`config.mk`:
```
export PLATFORM = sky130hd
export DESIGN_NAME = beam_vehicle_capture_sequencer_unit
export DESIGN_NICKNAME = d
export VERILOG_FILES = /design/src/sv/bvcs_pkg.sv /design/src/sv/beam_vehicle_capture_sequencer_unit.sv
export SDC_FILE = /design/constraint.sdc
export NUM_CORES = 1
export LEC_CHECK = 0
export ABC_AREA = 1
export BUFFER_PORTS_ARGS = -buffer_cell sky130_fd_sc_hd__buf_2
export CORE_MARGIN = 2
export CORE_UTILIZATION = 58
export CTS_CLUSTER_DIAMETER = 150
export DETAILED_ROUTE_END_ITERATION = 10
export GPL_TIMING_DRIVEN = 0
export PLACE_DENSITY_LB_ADDON = 0.15
export SYNTH_ARGS = -nofsm -noshare
export SYNTH_HDL_FRONTEND = slang
export SYNTH_SLANG_ARGS = --single-unit
```
`constraint.sdc`:
```
create_clock -name clk -period 2.9 [get_ports clk]
set_clock_uncertainty 0.1 [all_clocks]
set_input_delay 0.145 -clock clk [delete_from_list [all_inputs] [get_ports clk]]
set_output_delay 0.145 -clock clk [all_outputs]
set_load 0.03 [all_outputs]
```
`src/sv/bvcs_pkg.sv`:
```
`timescale 1ns / 1ps
// ----------------------------------------------------------------------------
// bvcs_pkg
// Types and constants for the beam vehicle capture sequencer.
// ----------------------------------------------------------------------------
package bvcs_pkg;

	localparam int unsigned BeamW    = 6;
	localparam int unsigned CodeW    = 3;
	localparam int unsigned InDataW  = 8;
	localparam int unsigned OutDataW = 16;

	// capture event codes
	typedef enum logic [CodeW-1:0] {
		EV_CLEAR       = 3'd0,
		EV_FRONT       = 3'd1,
		EV_LONG_REAR   = 3'd2,
		EV_DOUBLE_REAR = 3'd3,
		EV_SHORT_REAR  = 3'd4,
		EV_REVERSE     = 3'd5
	} event_code_t;

	// vehicle tracking flags
	typedef struct packed {
		logic in_channel;
		logic coming;
		logic long_box;
		logic double_box;
		logic high_head;
	} vehicle_flags_t;

endpackage

```
`src/sv/beam_vehicle_capture_sequencer_unit.sv`:
```
`timescale 1ns / 1ps
// ----------------------------------------------------------------------------
// beam_vehicle_capture_sequencer_unit
// Tracks a vehicle through a channel of infrared beams and raises capture
// events (entry, front, rear, reversing) from polled beam levels.
// ----------------------------------------------------------------------------
//  channel   dir  fields (low bit first)
//  s_*       in   a1,a2,b1,b2,aux_one,aux_two,port_one_ok,port_two_ok
//  m_*       out  beam_state[5:0],state_changed,event_valid,event_code[2:0]
//  cfg_*     in   normally_closed
//
//  One word per cycle sustained while m_tready stays high; a poll passes the
//  input register, then the result register. The vehicle flags and the
//  previous bits are updated as the result register loads, so the next poll
//  sees them. Reset clears all flags and normally_closed.
//  A stall on m_tready holds the result and backs up into s_tready.
// ----------------------------------------------------------------------------
module beam_vehicle_capture_sequencer_unit (
	input  logic                                   clk,
	input  logic                                   arst_n,
	input  logic                                   s_tvalid,
	output logic                                   s_tready,
	// a1_beam, a2_beam, b1_beam, b2_beam, aux_one, aux_two, port_one_ok, port_two_ok
	input  logic [bvcs_pkg::InDataW-1:0]           s_tdata,
	output logic                                   m_tvalid,
	input  logic                                   m_tready,
	// beam_state[5:0], state_changed, event_valid, event_code[2:0], zero pad
	output logic [bvcs_pkg::OutDataW-1:0]          m_tdata,
	input  logic                                   cfg_wr_en,
	input  logic                                   cfg_wr_data
);

	logic                                valid_s1;
	logic [bvcs_pkg::InDataW-1:0]        item_s1;
	logic                                out_valid_q;
	logic [bvcs_pkg::OutDataW-1:0]       out_data_q;
	logic                                normally_closed_q;
	logic [bvcs_pkg::BeamW-1:0]          prev_bits_q;
	bvcs_pkg::vehicle_flags_t            flags_q;

	logic                                adv;
	logic                                ok1, ok2;
	logic [bvcs_pkg::BeamW-1:0]          bits;
	logic                                changed;
	logic                                p, q, r, s;
	bvcs_pkg::vehicle_flags_t            flags_d;
	logic                                ev_valid;
	bvcs_pkg::event_code_t               ev_code;

	assign adv      = valid_s1 && (!out_valid_q || m_tready);
	assign s_tready = !valid_s1 || adv;
	assign m_tvalid = out_valid_q;
	assign m_tdata  = out_data_q;

	assign ok1 = item_s1[6];
	assign ok2 = item_s1[7];
	// failed port forces its beams and aux bit low
	assign bits = item_s1[5:0] & {ok2, ok1, ok2, ok2, ok1, ok1};
	assign changed = bits != prev_bits_q;

	// blocked level: 1 in normally-open mode, 0 in normally-closed mode
	assign p = bits[0] ^ normally_closed_q;
	assign q = bits[1] ^ normally_closed_q;
	assign r = bits[2] ^ normally_closed_q;
	assign s = bits[3] ^ normally_closed_q;

	always_comb begin
		logic done;
		flags_d  = flags_q;
		ev_valid = 1'b0;
		ev_code  = bvcs_pkg::EV_CLEAR;
		done     = 1'b0;
		if (ok1 && ok2 && changed) begin
			if (flags_d.in_channel && p && !q && !r && !s) begin
				ev_valid           = 1'b1;
				ev_code            = bvcs_pkg::EV_REVERSE;
				flags_d.in_channel = 1'b0;
			end
			if (p && q && !r && !s) begin
				flags_d  = '{in_channel: 1'b0, coming: 1'b1, long_box: 1'b0,
					double_box: 1'b0, high_head: 1'b0};
				ev_valid = 1'b1;
				ev_code  = bvcs_pkg::EV_CLEAR;
			end
			if (flags_d.coming && !flags_d.double_box && p && q && r && s)
				flags_d.long_box = 1'b1;
			if (flags_d.coming && !flags_d.long_box && !flags_d.double_box && p && q && r) begin
				ev_valid = 1'b1;
				ev_code  = bvcs_pkg::EV_FRONT;
			end
			// rear capture ends the chain
			if (flags_d.coming && !p && !q && r && s) begin
				ev_valid = 1'b1;
				priority if (flags_d.double_box) ev_code = bvcs_pkg::EV_DOUBLE_REAR;
				else if (flags_d.long_box)       ev_code = bvcs_pkg::EV_LONG_REAR;
				else                             ev_code = bvcs_pkg::EV_SHORT_REAR;
				flags_d = '{in_channel: 1'b1, coming: 1'b0, long_box: 1'b0,
					double_box: 1'b0, high_head: 1'b0};
				done    = 1'b1;
			end
			if (!done) begin
				if (flags_d.coming && !p && !q && !r && !s) begin
					flags_d.coming    = 1'b0;
					flags_d.high_head = 1'b1;
				end
				if (flags_d.coming && !flags_d.high_head && flags_d.long_box) begin
					if ((p && !q && r && s) || (p && q && !r && s))
						flags_d.double_box = 1'b1;
					if (p && q && r && !s) begin
						flags_d.double_box = 1'b0;
						flags_d.long_box   = 1'b0;
					end
				end
			end
		end
	end

	always_ff @(posedge clk or negedge arst_n) begin
		if (!arst_n) begin
			valid_s1          <= 1'b0;
			out_valid_q       <= 1'b0;
			normally_closed_q <= 1'b0;
			prev_bits_q       <= '0;
			flags_q           <= '0;
		end else begin
			if (cfg_wr_en)
				normally_closed_q <= cfg_wr_data;
			if (s_tready)
				valid_s1 <= s_tvalid;
			if (adv) begin
				out_valid_q <= 1'b1;
				prev_bits_q <= bits;
				flags_q     <= flags_d;
			end else if (m_tready) begin
				out_valid_q <= 1'b0;
			end
		end
	end

	always_ff @(posedge clk) begin
		if (s_tready && s_tvalid)
			item_s1 <= s_tdata;
		if (adv)
			out_data_q <= {5'd0, ev_code, ev_valid, changed, bits};
	end

`ifndef SYNTHESIS
	a_event_needs_change: assert property (@(posedge clk) disable iff (!arst_n)
		(adv && ev_valid) |-> changed)
		else $error("event raised without a change of bits");
	a_idle_code_clear: assert property (@(posedge clk) disable iff (!arst_n)
		(m_tvalid && !m_tdata[7]) |-> (m_tdata[10:8] == bvcs_pkg::EV_CLEAR))
		else $error("nonzero event code without event");
	a_reverse_needs_channel: assert property (@(posedge clk) disable iff (!arst_n)
		(adv && ev_valid && ev_code == bvcs_pkg::EV_REVERSE) |-> flags_q.in_channel)
		else $error("reversing without a vehicle in channel");
	a_flags_hold_on_fault: assert property (@(posedge clk) disable iff (!arst_n)
		(adv && !(ok1 && ok2)) |=> (flags_q == $past(flags_q)))
		else $error("vehicle flags changed during a port failure");
	a_out_load: assert property (@(posedge clk) disable iff (!arst_n)
		adv |=> m_tvalid)
		else $error("result lost after advance");
`endif

endmodule
```
==> results of run 1 <==
[per-layer routing]
metal	track usage, %	up-vias	share of wire [%]
li1	-	631	-
met2	36.9	44	49
met1	23.3	568	42
met3	7.48	7	7.0
met4	7.97	0	1.9
met5	0	-	0
[worst max path at each step]
| stage | to | slack, ps | depth (start not counted) |
|---|---|---|---|
| floorplan | m_tdata[9]$_SDFFCE_PN0P_ | 1240 | 10 |
| global placement | m_tdata[7]$_SDFFCE_PN0P_ | 1080 | 10 |
| detailed placement | m_tdata[8]$_SDFFCE_PN0P_ | 1040 | 10 |
| CTS | m_tdata[8]$_SDFFCE_PN0P_ | 1040 | 10 |
| global route | m_tdata[8]$_SDFFCE_PN0P_ | 880 | 10 |
| finish | m_tdata[8]$_SDFFCE_PN0P_ | 1040 | 10 |
[area by class of cell]
cell class	count	share of cell area [%]
plain buffers	6	2.05
clock buffers	6	2.05
clock inverters	2	0.498
inverters	25	4.67
multi-input cells	110	30.0
flip-flops and latches	33	45.8
well taps	31	1.93
repair buffers	39	13.0
[what timing repair did]
action	4_1_cts	5_1_grt
hold buffers	13	0
hold endpoints to repair	25	0
buffers inserted	0	0
[cells in the mapped netlist, types with 3 or more instances]
master and number:
inv_1 24, buf_4 5, o21ai_0 11, nor2_1 10
dfrtp_1 14, edfxtp_1 19, nand2_2 13, nand3_2 3
nand3_1 8, nand2_1 37, xor2_1 4
[cell usage in the layout, fill, tap and decap left out, drive strengths merged]
| cell type | Yosys | final |
|---|---|---|
| nand4 | 1 | 1 |
| conb | 1 | 5 |
| a22o | 1 | 1 |
| edfxtp | 19 | 19 |
| nand2 | 51 | 51 |
| and3 | 1 | 1 |
| xnor2 | 2 | 2 |
| nand3 | 12 | 12 |
| nor2 | 13 | 13 |
| buf | 5 | 31 |
| clkbuf | 1 | 7 |
| xor2 | 4 | 4 |
| o21bai | 1 | 1 |
| a21oi | 2 | 2 |
| inv | 25 | 25 |
| o21ai | 14 | 14 |
| a31oi | 1 | 1 |
| nor3 | 2 | 2 |
| dfrtp | 14 | 14 |
| dlygate4sd3 | 0 | 13 |
| clkinv | 0 | 2 |
[worst max-delay path, cell delays in order (launching register included)]
cell	delay, ps
edfxtp_1	510
nand2_2	150
nand2_1	70
nand2_2	150
nor2_4	50
nand2_2	100
inv_1	70
nor2_1	210
nor2_1	80
nand2_1	80
a21oi_1	70
[metrics by stage]
| step | hold slack (ps) | power (mW) | instances | utilization [%] | setup slack, ps |
|---|---|---|---|---|---|
| 2_1_floorplan | -251 | 0.843 | 174 | - | 1240 |
| 3_3_place_gp | -44.0 | 0.900 | 231 | 66.9 | 1080 |
| 3_5_place_dp | -35.2 | 0.913 | 231 | 66.9 | 1040 |
| 4_1_cts | 120 | 1.17 | 252 | 73.5 | 1040 |
| 5_1_grt | 130 | 1.23 | 252 | 73.5 | 881 |
| 6_report | 119 | 1.16 | 252 | 73.5 | 1040 |
[cell families after synthesis]
group	synth area share, %
buf+inv	8.22
other cells	0.228
xor+xnor	3.20
compound gates	7.15
simple gates	25.2
flops	56.0
[registers in the layout, indices dropped and copies added, names as in the netlist]
signal and count:
flags_q 5, m_tdata 11, prev_bits_q 6, item_s1 8, valid_s1 1, normally_closed_q 1
m_tvalid 1
[power by group through the flow]
stage	combinational [mW]	sequential, mW	clock (mW)
finish	0.311	0.607	0.246
global route	0.345	0.614	0.270
CTS	0.311	0.607	0.253
detailed placement	0.297	0.616	0
global placement	0.285	0.614	0
floorplan	0.188	0.654	0
==> impl_metrics.csv, run 1 <==
group,metric,value,unit
outcome,run_status,"finished clean",
critical_path,worstSetupStartpointType,"register",
final_layout,diodes,0,
clocking,clk_latency,350,ps
final_layout,final_area,2010,um^2
synthesis,netlist_instances,170,
power_and_ir_drop,irDropWorstVdd,0.411,mV
power_and_ir_drop,clkPwrFrac,21.2,%
critical_path,reg2reg_slack,1040,ps
floorplanning,die_h,57.2,um
clocking,clock_sinks,33,
clocking,clk_pin_slew,100,ps
synthesis,ys_ff_latch,33,
floorplanning,dieWidth,57.2,um
synthesis,synth_edf_count,19,
sta,fmax,537,MHz
power_and_ir_drop,p_sw_share,34.1,%
detailed_routing,routed_via_density,4.96,
critical_path,cp-startpoint,"item_s1[7]$_DFFE_PP_",
grt,grt_max_degree,15,
sta,tns,0,ps
floorplanning,dieArea,3280,um^2
floorplanning,initial_core_util,60.1,%
synthesis,yosys_warnings,0,
sta,finalSetupViolCount,0,
sta,min_period,1860,ps
detailed_routing,finalWirelength,2910,um
floorplanning,core_area,2730,um^2
detailed_routing,detail-route-antenna-nets,0,
sta,hold_viol,0,
clocking,numCtsBuffers,5,
power_and_ir_drop,p_seq_share,52.1,%
synthesis,netlist.area_leader.share,34.7,%
power_and_ir_drop,p_leak,1.01,nW
power_and_ir_drop,p_sw,397,uW
synthesis,yosysUniqueCellTypes,29,
synthesis,yosysTopAreaCell,"edfxtp_1",
critical_path,endpoint_kind,"register",
placement,dpl_cell_area,1830,um^2
floorplanning,num_rows,19,
grt,track_usage,21.0,%
sta,grt_setup_unrepaired,"false",
floorplanning,io_pins,32,
synthesis,yosysSeqAreaShare,56.0,%
final_layout,seq_area,921,um^2
clocking,cts_resized,0,
clocking,root_buffer,"clkbuf_4",
grt,grt_pass1_wl,5100,um
detailed_routing,drtPass1Iterations,4,
final_layout,multi_input_area,603,um^2
critical_path,cp_max_fo,6,
critical_path,ff2ff_path_depth,10,
grt,antenna_found_initial,0,
power_and_ir_drop,intPower,768,uW
placement,numPortBuffers,26,
synthesis,ys_async_sr_fraction,42.4,%
critical_path,crit_required,2910,ps
detailed_routing,routedWlPerCell,11.6,um
power_and_ir_drop,comb_power_share,26.7,%
clocking,ctsHtreeMaxLevel,2,
clocking,tritoncts,"done",
power_and_ir_drop,power_density,579,nW/um^2
sta,drv_slew,0,
synthesis,synthFlopType,"edfxtp_1",
synthesis,synth_area,1640,um^2
grt,gr-total-overflow,0,
placement,gp_congestion,0.825,
grt,grt_pass1_vias,1219,
sta,fin_crit_sh,64.2,%
critical_path,worst_ep_arrival_time,1870,ps
detailed_routing,drt_iter0_markers,34,
job,maxCapViolCount,0,
critical_path,crit_type,"register to register",
placement,hpwlAfterDp,2110,um
critical_path,regToRegEndpoint,"m_tdata[8]$_SDFFCE_PN0P_",
final_layout,drive_above_1_share,29.0,%
synthesis,synthTopCellsByArea,"edfxtp_1 (35%), dfrtp_1 (21%), nand2_1 (8.4%), inv_1 (5.5%), nand2_2 (4.9%)",
critical_path,r2r-start,"item_s1[7]$_DFFE_PP_",
final_layout,area_growth,22.2,%
detailed_routing,vias,1250,
final_layout,nets,234,
min_path,hold_class,"input pin to async pin",
final_layout,fillers,194,
synthesis,avgSynthCellArea,9.67,um^2
detailed_routing,drc,0,
clocking,clock_path_buffers,2,
No activity file was read; power rests on OpenSTA's default activity.
==> inputs of run 2 (changes only) <==
--- a/config.mk
+++ b/config.mk
@@ -8,7 +8,7 @@
 export ABC_AREA = 1
 export BUFFER_PORTS_ARGS = -buffer_cell sky130_fd_sc_hd__buf_2
 export CORE_MARGIN = 2
-export CORE_UTILIZATION = 58
+export CORE_UTILIZATION = 54
 export CTS_CLUSTER_DIAMETER = 150
 export DETAILED_ROUTE_END_ITERATION = 10
 export GPL_TIMING_DRIVEN = 0
==> constraint.sdc (replaced) <==
create_clock -name clk -period 1.75 [get_ports clk]
set_clock_uncertainty 0.1 [all_clocks]
set_input_delay 0.0875 -clock clk [delete_from_list [all_inputs] [get_ports clk]]
set_output_delay 0.0875 -clock clk [all_outputs]
set_load 0.03 [all_outputs]
==> run 2 against run 1 <==
Effect of this change: the flow now finishes with violations (negative setup slack); hold slack lost 46 ps; clock-buffer cell count decreased by 1; sequential share of layout area fell by 3.7 points; critical endpoint is now m_tdata[7]$_SDFFCE_PN0P_; largest power group unchanged.
==> impl_metrics.csv, run 2 (synthesis results as in run 1) <==
group,metric,value,unit
critical_path,crit_chain,"nand2_2 -> nand2_2 -> nand2_4 -> nor2_4 -> nand3_4 -> o21ai_4 -> nor2_1 -> nand2_1 -> a31oi_1",
sta,finalSetupViolCount,8,
sta,hold_viol,0,
clocking,numCtsBuffers,5,
final_layout,drive_above_1_share,37.9,%
critical_path,ff2ff_path_depth,9,
power_and_ir_drop,power_density,922,nW/um^2
placement,place_ws,-113,ps
power_and_ir_drop,p_sw_share,35.1,%
final_layout,largest_reg_flops,11,
clocking,root_buffer,"clkbuf_4",
placement,hpwlAfterDp,2100,um
critical_path,r2r-start,"item_s1[6]$_DFFE_PP_",
final_layout,area_growth,32.9,%
floorplanning,dieArea,3500,um^2
critical_path,endpoint_kind,"register",
power_and_ir_drop,p_seq_share,50.3,%
critical_path,cp_max_fo,6,
placement,gp_congestion,0.804,
sta,fin_crit_sh,108,%
critical_path,slowest_stage,"edfxtp_1",
critical_path,crit_required,1740,ps
placement,numPortBuffers,26,
sta,min_period,1880,ps
final_layout,final_common_cell,"nand2_1",
critical_path,crit_type,"register to register",
clocking,ctsHtreeMaxLevel,2,
critical_path,critical_path.most_common_cell,"nand2_2",
floorplanning,num_rows,20,
critical_path,crit_family,"simple AND/OR/NAND/NOR gates",
sta,setup_slack,-134,ps
outcome,violations,"negative setup slack",
clocking,clk_latency,330,ps
final_layout,diodes,0,
sta,fmax,531,MHz
power_and_ir_drop,p_sw,707,uW
detailed_routing,finalWirelength,3230,um
critical_path,reg2reg_slack,-130,ps
grt,gr-total-overflow,0,
critical_path,worst_ep_arrival_time,1870,ps
final_layout,final_util,73.4,%
floorplanning,initial_core_util,55.2,%
clocking,tritoncts,"done",
power_and_ir_drop,p_leak,1.08,nW
floorplanning,core_area,2980,um^2
detailed_routing,detail-route-antenna-nets,0,
final_layout,nets,248,
sta,holdWs,73.0,ps
job,maxCapViolCount,0,
grt,grt_pass1_wl,5070,um
critical_path,critical_path_depth,9,
clocking,clock_sinks,33,
min_path,hold_class,"input pin to async pin",
power_and_ir_drop,irDropWorstVdd,0.533,mV
critical_path,crit_buf_inv,0,
critical_path,max_stage_delay,510,ps
critical_path,regToRegEndpoint,"m_tdata[7]$_SDFFCE_PN0P_",
clocking,clk_pin_slew,100,ps
final_layout,seq_area,921,um^2
grt,grt_max_degree,15,
detailed_routing,drc,0,
critical_path,worstSetupStartpointType,"register",
outcome,run_status,"complete, but fails checks",
detailed_routing,routedWlPerCell,12.0,um
power_and_ir_drop,total_power,2.01,mW
detailed_routing,vias,1340,
grt,grt_pass1_vias,1217,
final_layout,fillers,201,
floorplanning,die_h,59.2,um
sta,grt_setup_unrepaired,"true",
clocking,clock_path_buffers,2,
power_and_ir_drop,clkPwrFrac,20.7,%
detailed_routing,drtPass1Iterations,4,
detailed_routing,routed_via_density,5.00,
grt,track_usage,19.8,%
floorplanning,io_pins,32,
power_and_ir_drop,comb_power_share,29.0,%
power_and_ir_drop,intPower,1.31,mW
detailed_routing,drt_iter0_markers,50,
final_layout,multi_input_area,661,um^2
floorplanning,dieWidth,59.2,um
sta,drv_slew,0,
final_layout,final_cell_mix,"nand2_1 (33), buf_2 (26), inv_1 (22)",
grt,antenna_found_initial,0,
[run 2: changes by cell type in the layout (fill, tap and decap cells not counted), sizes merged]
cell         change
buf             +13
clkbuf           -1
clkinvlp         +1
dlygate4sd3      +1
[run 2: worst reg2reg max path, stage by stage (launching register included)]
cell and delay (ps):
edfxtp_1 510, nand2_2 140, nand2_2 100, nand2_4 60, nor2_4 180, nand3_4 110
o21ai_4 220, nor2_1 60, nand2_1 80, a31oi_1 80
[run 2: metrics by stage]
stage          setup TNS (ps)  area, um^2  cells
2_1_floorplan               0        1660    174
3_3_place_gp             -247        1830    233
3_5_place_dp             -420        1830    233
4_1_cts                  -286        2120    263
5_1_grt                 -1690        2180    268
6_report                 -604        2180    268
[run 2: power groups by stage]
| stage | registers, mW | logic [mW] | clock network, mW |
|---|---|---|---|
| 2_1_floorplan | 1.08 | 0.312 | 0 |
| 3_3_place_gp | 1.02 | 0.475 | 0 |
| 3_5_place_dp | 1.02 | 0.489 | 0 |
| 4_1_cts | 1.01 | 0.545 | 0.424 |
| 5_1_grt | 1.02 | 0.645 | 0.459 |
| 6_report | 1.01 | 0.584 | 0.416 |
[run 2: timing repair]
action,in CTS,in global routing
hold buffers,14,0
endpoints found under the hold margin,25,0
pin swaps,4,12
resized for setup,10,9
buffers inserted,8,5
setup endpoints to repair,7,9
[run 2: layout make-up]
cell class | count | area share [%]
clock inverter | 3 | 0.802
sequential | 33 | 42.2
timing repair buffer | 53 | 17.0
clock buffer | 5 | 1.72
buffer | 6 | 1.89
inverter | 25 | 4.30
tap | 33 | 1.89
multi-input combinational | 110 | 30.2
[run 2: worst max path at each step]
stage                                          end                 start  slack, ps
after floorplan           m_tdata[9]$_SDFFCE_PN0P_  item_s1[6]$_DFFE_PP_         90
after global placement    m_tdata[7]$_SDFFCE_PN0P_  item_s1[7]$_DFFE_PP_        -80
after detailed placement  m_tdata[7]$_SDFFCE_PN0P_  item_s1[7]$_DFFE_PP_       -110
after CTS                 m_tdata[7]$_SDFFCE_PN0P_  item_s1[6]$_DFFE_PP_        -70
after global routing      m_tdata[7]$_SDFFCE_PN0P_  item_s1[6]$_DFFE_PP_       -260
final                     m_tdata[7]$_SDFFCE_PN0P_  item_s1[6]$_DFFE_PP_       -130
[run 2: routing by layer]
metal  vias up  part of all wire, %  GRT usage, %
met4         0                  1.1          6.82
met5         -                    0             0
met1       622                   41          23.1
met2        43                   53          34.4
li1        670                    -             -
met3         5                  5.0          5.90
==> inputs of run 3 (changes only) <==
--- a/config.mk
+++ b/config.mk
@@ -12,7 +12,7 @@
 export CTS_CLUSTER_DIAMETER = 150
 export DETAILED_ROUTE_END_ITERATION = 10
 export GPL_TIMING_DRIVEN = 0
-export PLACE_DENSITY_LB_ADDON = 0.15
+export PLACE_DENSITY = 0.87
 export SYNTH_ARGS = -nofsm -noshare
 export SYNTH_HDL_FRONTEND = slang
 export SYNTH_SLANG_ARGS = --single-unit
==> run 3 against run 2 <==
Effect of this change: the flow still finishes with violations (negative setup slack); hold slack got worse by 19 ps; first-iteration DRC count increased by 72%; fmax shrank 0.68%; combinational power grew 21%; die area unchanged; sequential cell count is the same; sequential share of layout area down 2.5 points; highest routed layer unchanged.
==> impl_metrics.csv, run 3 (synthesis results as in run 1) <==
group,metric,value,unit
outcome,run_status,"complete, but fails checks",
outcome,violations,"negative setup slack",
placement,dpl_cell_area,1830,um^2
sta,setup_slack,-147,ps
critical_path,worstSetupStartpointType,"register",
critical_path,regToRegEndpoint,"flags_q[1]$_DFFE_PN0P_",
detailed_routing,routed_via_density,5.09,
grt,grt_pass1_vias,1293,
grt,grt_pass1_wl,5610,um
grt,gr-total-overflow,0,
sta,fin_crit_sh,108,%
sta,finalSetupViolCount,8,
final_layout,drive_above_1_share,44.7,%
final_layout,fillers,159,
placement,placed_cells,233,
detailed_routing,detail-route-antenna-nets,0,
power_and_ir_drop,power_density,923,nW/um^2
critical_path,cp-startpoint,"item_s1[7]$_DFFE_PP_",
critical_path,crit_required,1900,ps
sta,min_period,1900,ps
detailed_routing,drc,0,
critical_path,crit_family,"simple AND/OR/NAND/NOR gates",
final_layout,instances_no_fill,279,
placement,gp_congestion,0.857,
detailed_routing,drt_iter0_markers,86,
detailed_routing,drtPass1Iterations,4,
power_and_ir_drop,p_leak,1.16,nW
floorplanning,die_h,59.2,um
min_path,hold_class,"input pin to async pin",
clocking,clk_pin_slew,110,ps
sta,fmax,527,MHz
placement,numPortBuffers,26,
sta,grt_setup_unrepaired,"true",
critical_path,cp_max_fo,6,
final_layout,final_common_cell,"nand2_1",
floorplanning,dieArea,3500,um^2
clocking,tritoncts,"done",
placement,hpwlAfterDp,1930,um
detailed_routing,routedWlPerCell,13.6,um
final_layout,nets,259,
final_layout,final_area,2330,um^2
grt,grt_max_degree,15,
clocking,clock_sinks,33,
critical_path,crit_chain,"nand2_2 -> nand2_2 -> nand2_4 -> nor2_4 -> nand2_4 -> nand2_4 -> nand3_4 -> nor2_4 -> nand3_2 -> nand2_1 -> inv_1 -> nand2_1 -> nand2_1",
critical_path,endpoint_kind,"register",
clocking,ctsHtreeMaxLevel,2,
sta,holdWs,54.2,ps
critical_path,reg2reg_slack,-150,ps
critical_path,max_stage_delay,490,ps
floorplanning,core_area,2980,um^2
sta,drv_slew,0,
final_layout,largest_reg_flops,11,
power_and_ir_drop,irDropWorstVdd,0.527,mV
floorplanning,num_rows,20,
floorplanning,dieWidth,59.2,um
detailed_routing,vias,1420,
floorplanning,initial_core_util,55.2,%
final_layout,final_cell_mix,"nand2_1 (32), buf_4 (27), buf_2 (26)",
job,maxCapViolCount,0,
final_layout,diodes,0,
grt,antenna_found_initial,0,
critical_path,critical_path_depth,13,
clocking,clk_latency,350,ps
critical_path,critPathCapture,"flags_q[1]$_DFFE_PN0P_",
detailed_routing,finalWirelength,3800,um
critical_path,crit_type,"register to register",
floorplanning,io_pins,32,
final_layout,final_util,78.2,%
power_and_ir_drop,total_power,2.15,mW
sta,hold_viol,0,
critical_path,ff2ff_path_depth,13,
critical_path,crit_buf_inv,1,
critical_path,slowest_stage,"edfxtp_1",
grt,track_usage,22.4,%
clocking,clock_path_buffers,2,
critical_path,r2r-start,"item_s1[7]$_DFFE_PP_",
critical_path,worst_ep_arrival_time,2050,ps
final_layout,area_growth,41.6,%
clocking,root_buffer,"clkbuf_4",
clocking,numCtsBuffers,5,
run 3: worst min-delay path by stage:
stage                 from                      to  slack, ps
floorplan           arst_n  flags_q[0]$_DFFE_PN0P_       -310
global placement    arst_n  flags_q[1]$_DFFE_PN0P_       -100
detailed placement  arst_n  flags_q[2]$_DFFE_PN0P_       -100
CTS                 arst_n  flags_q[3]$_DFFE_PN0P_         50
global route        arst_n  flags_q[0]$_DFFE_PN0P_         60
finish              arst_n  flags_q[2]$_DFFE_PN0P_         50
run 3: final cells by class:
class / instances / area [um^2] / area share (%)
timing repair buffer: 64 / 458 / 19.7
inverter: 25 / 93.8 / 4.03
sequential: 33 / 922 / 39.6
multi-input combinational: 110 / 716 / 30.8
tap: 33 / 41.3 / 1.77
clock inverter: 3 / 17.5 / 0.753
buffer: 6 / 41.3 / 1.77
clock buffer: 5 / 37.5 / 1.61
run 3: stage by stage:
step	setup TNS, ps	setup slack, ps
final	-657	-147
after global routing	-1830	-300
after CTS	-231	-49.5
after detailed placement	-380	-104
after global placement	-188	-57.8
after floorplan	0	88.6
run 3: power breakdown:
part	switching (mW)	internal, mW	leakage [nW]
registers	0.0714	0.942	0.365
clock network	0.276	0.151	0.0310
logic	0.428	0.281	0.765
total	0.775	1.37	1.16
run 3: layer usage:
metal  global-route usage (%)  vias to the layer above  share of wire (%)
li1                         -                      684                  -
met1                     25.4                      659                 40
met2                     37.8                       68                 50
met3                     6.77                        9                6.7
met4                     12.3                        0                2.4
met5                        0                        -                  0
run 3: timing repair:
| item | in CTS | in global routing |
|---|---|---|
| hold endpoints to repair | 25 | 0 |
| pin swaps | 6 | 17 |
| resized for setup | 12 | 25 |
| buffers inserted | 12 | 12 |
| setup endpoints to repair | 7 | 8 |
| hold buffers | 14 | 0 |
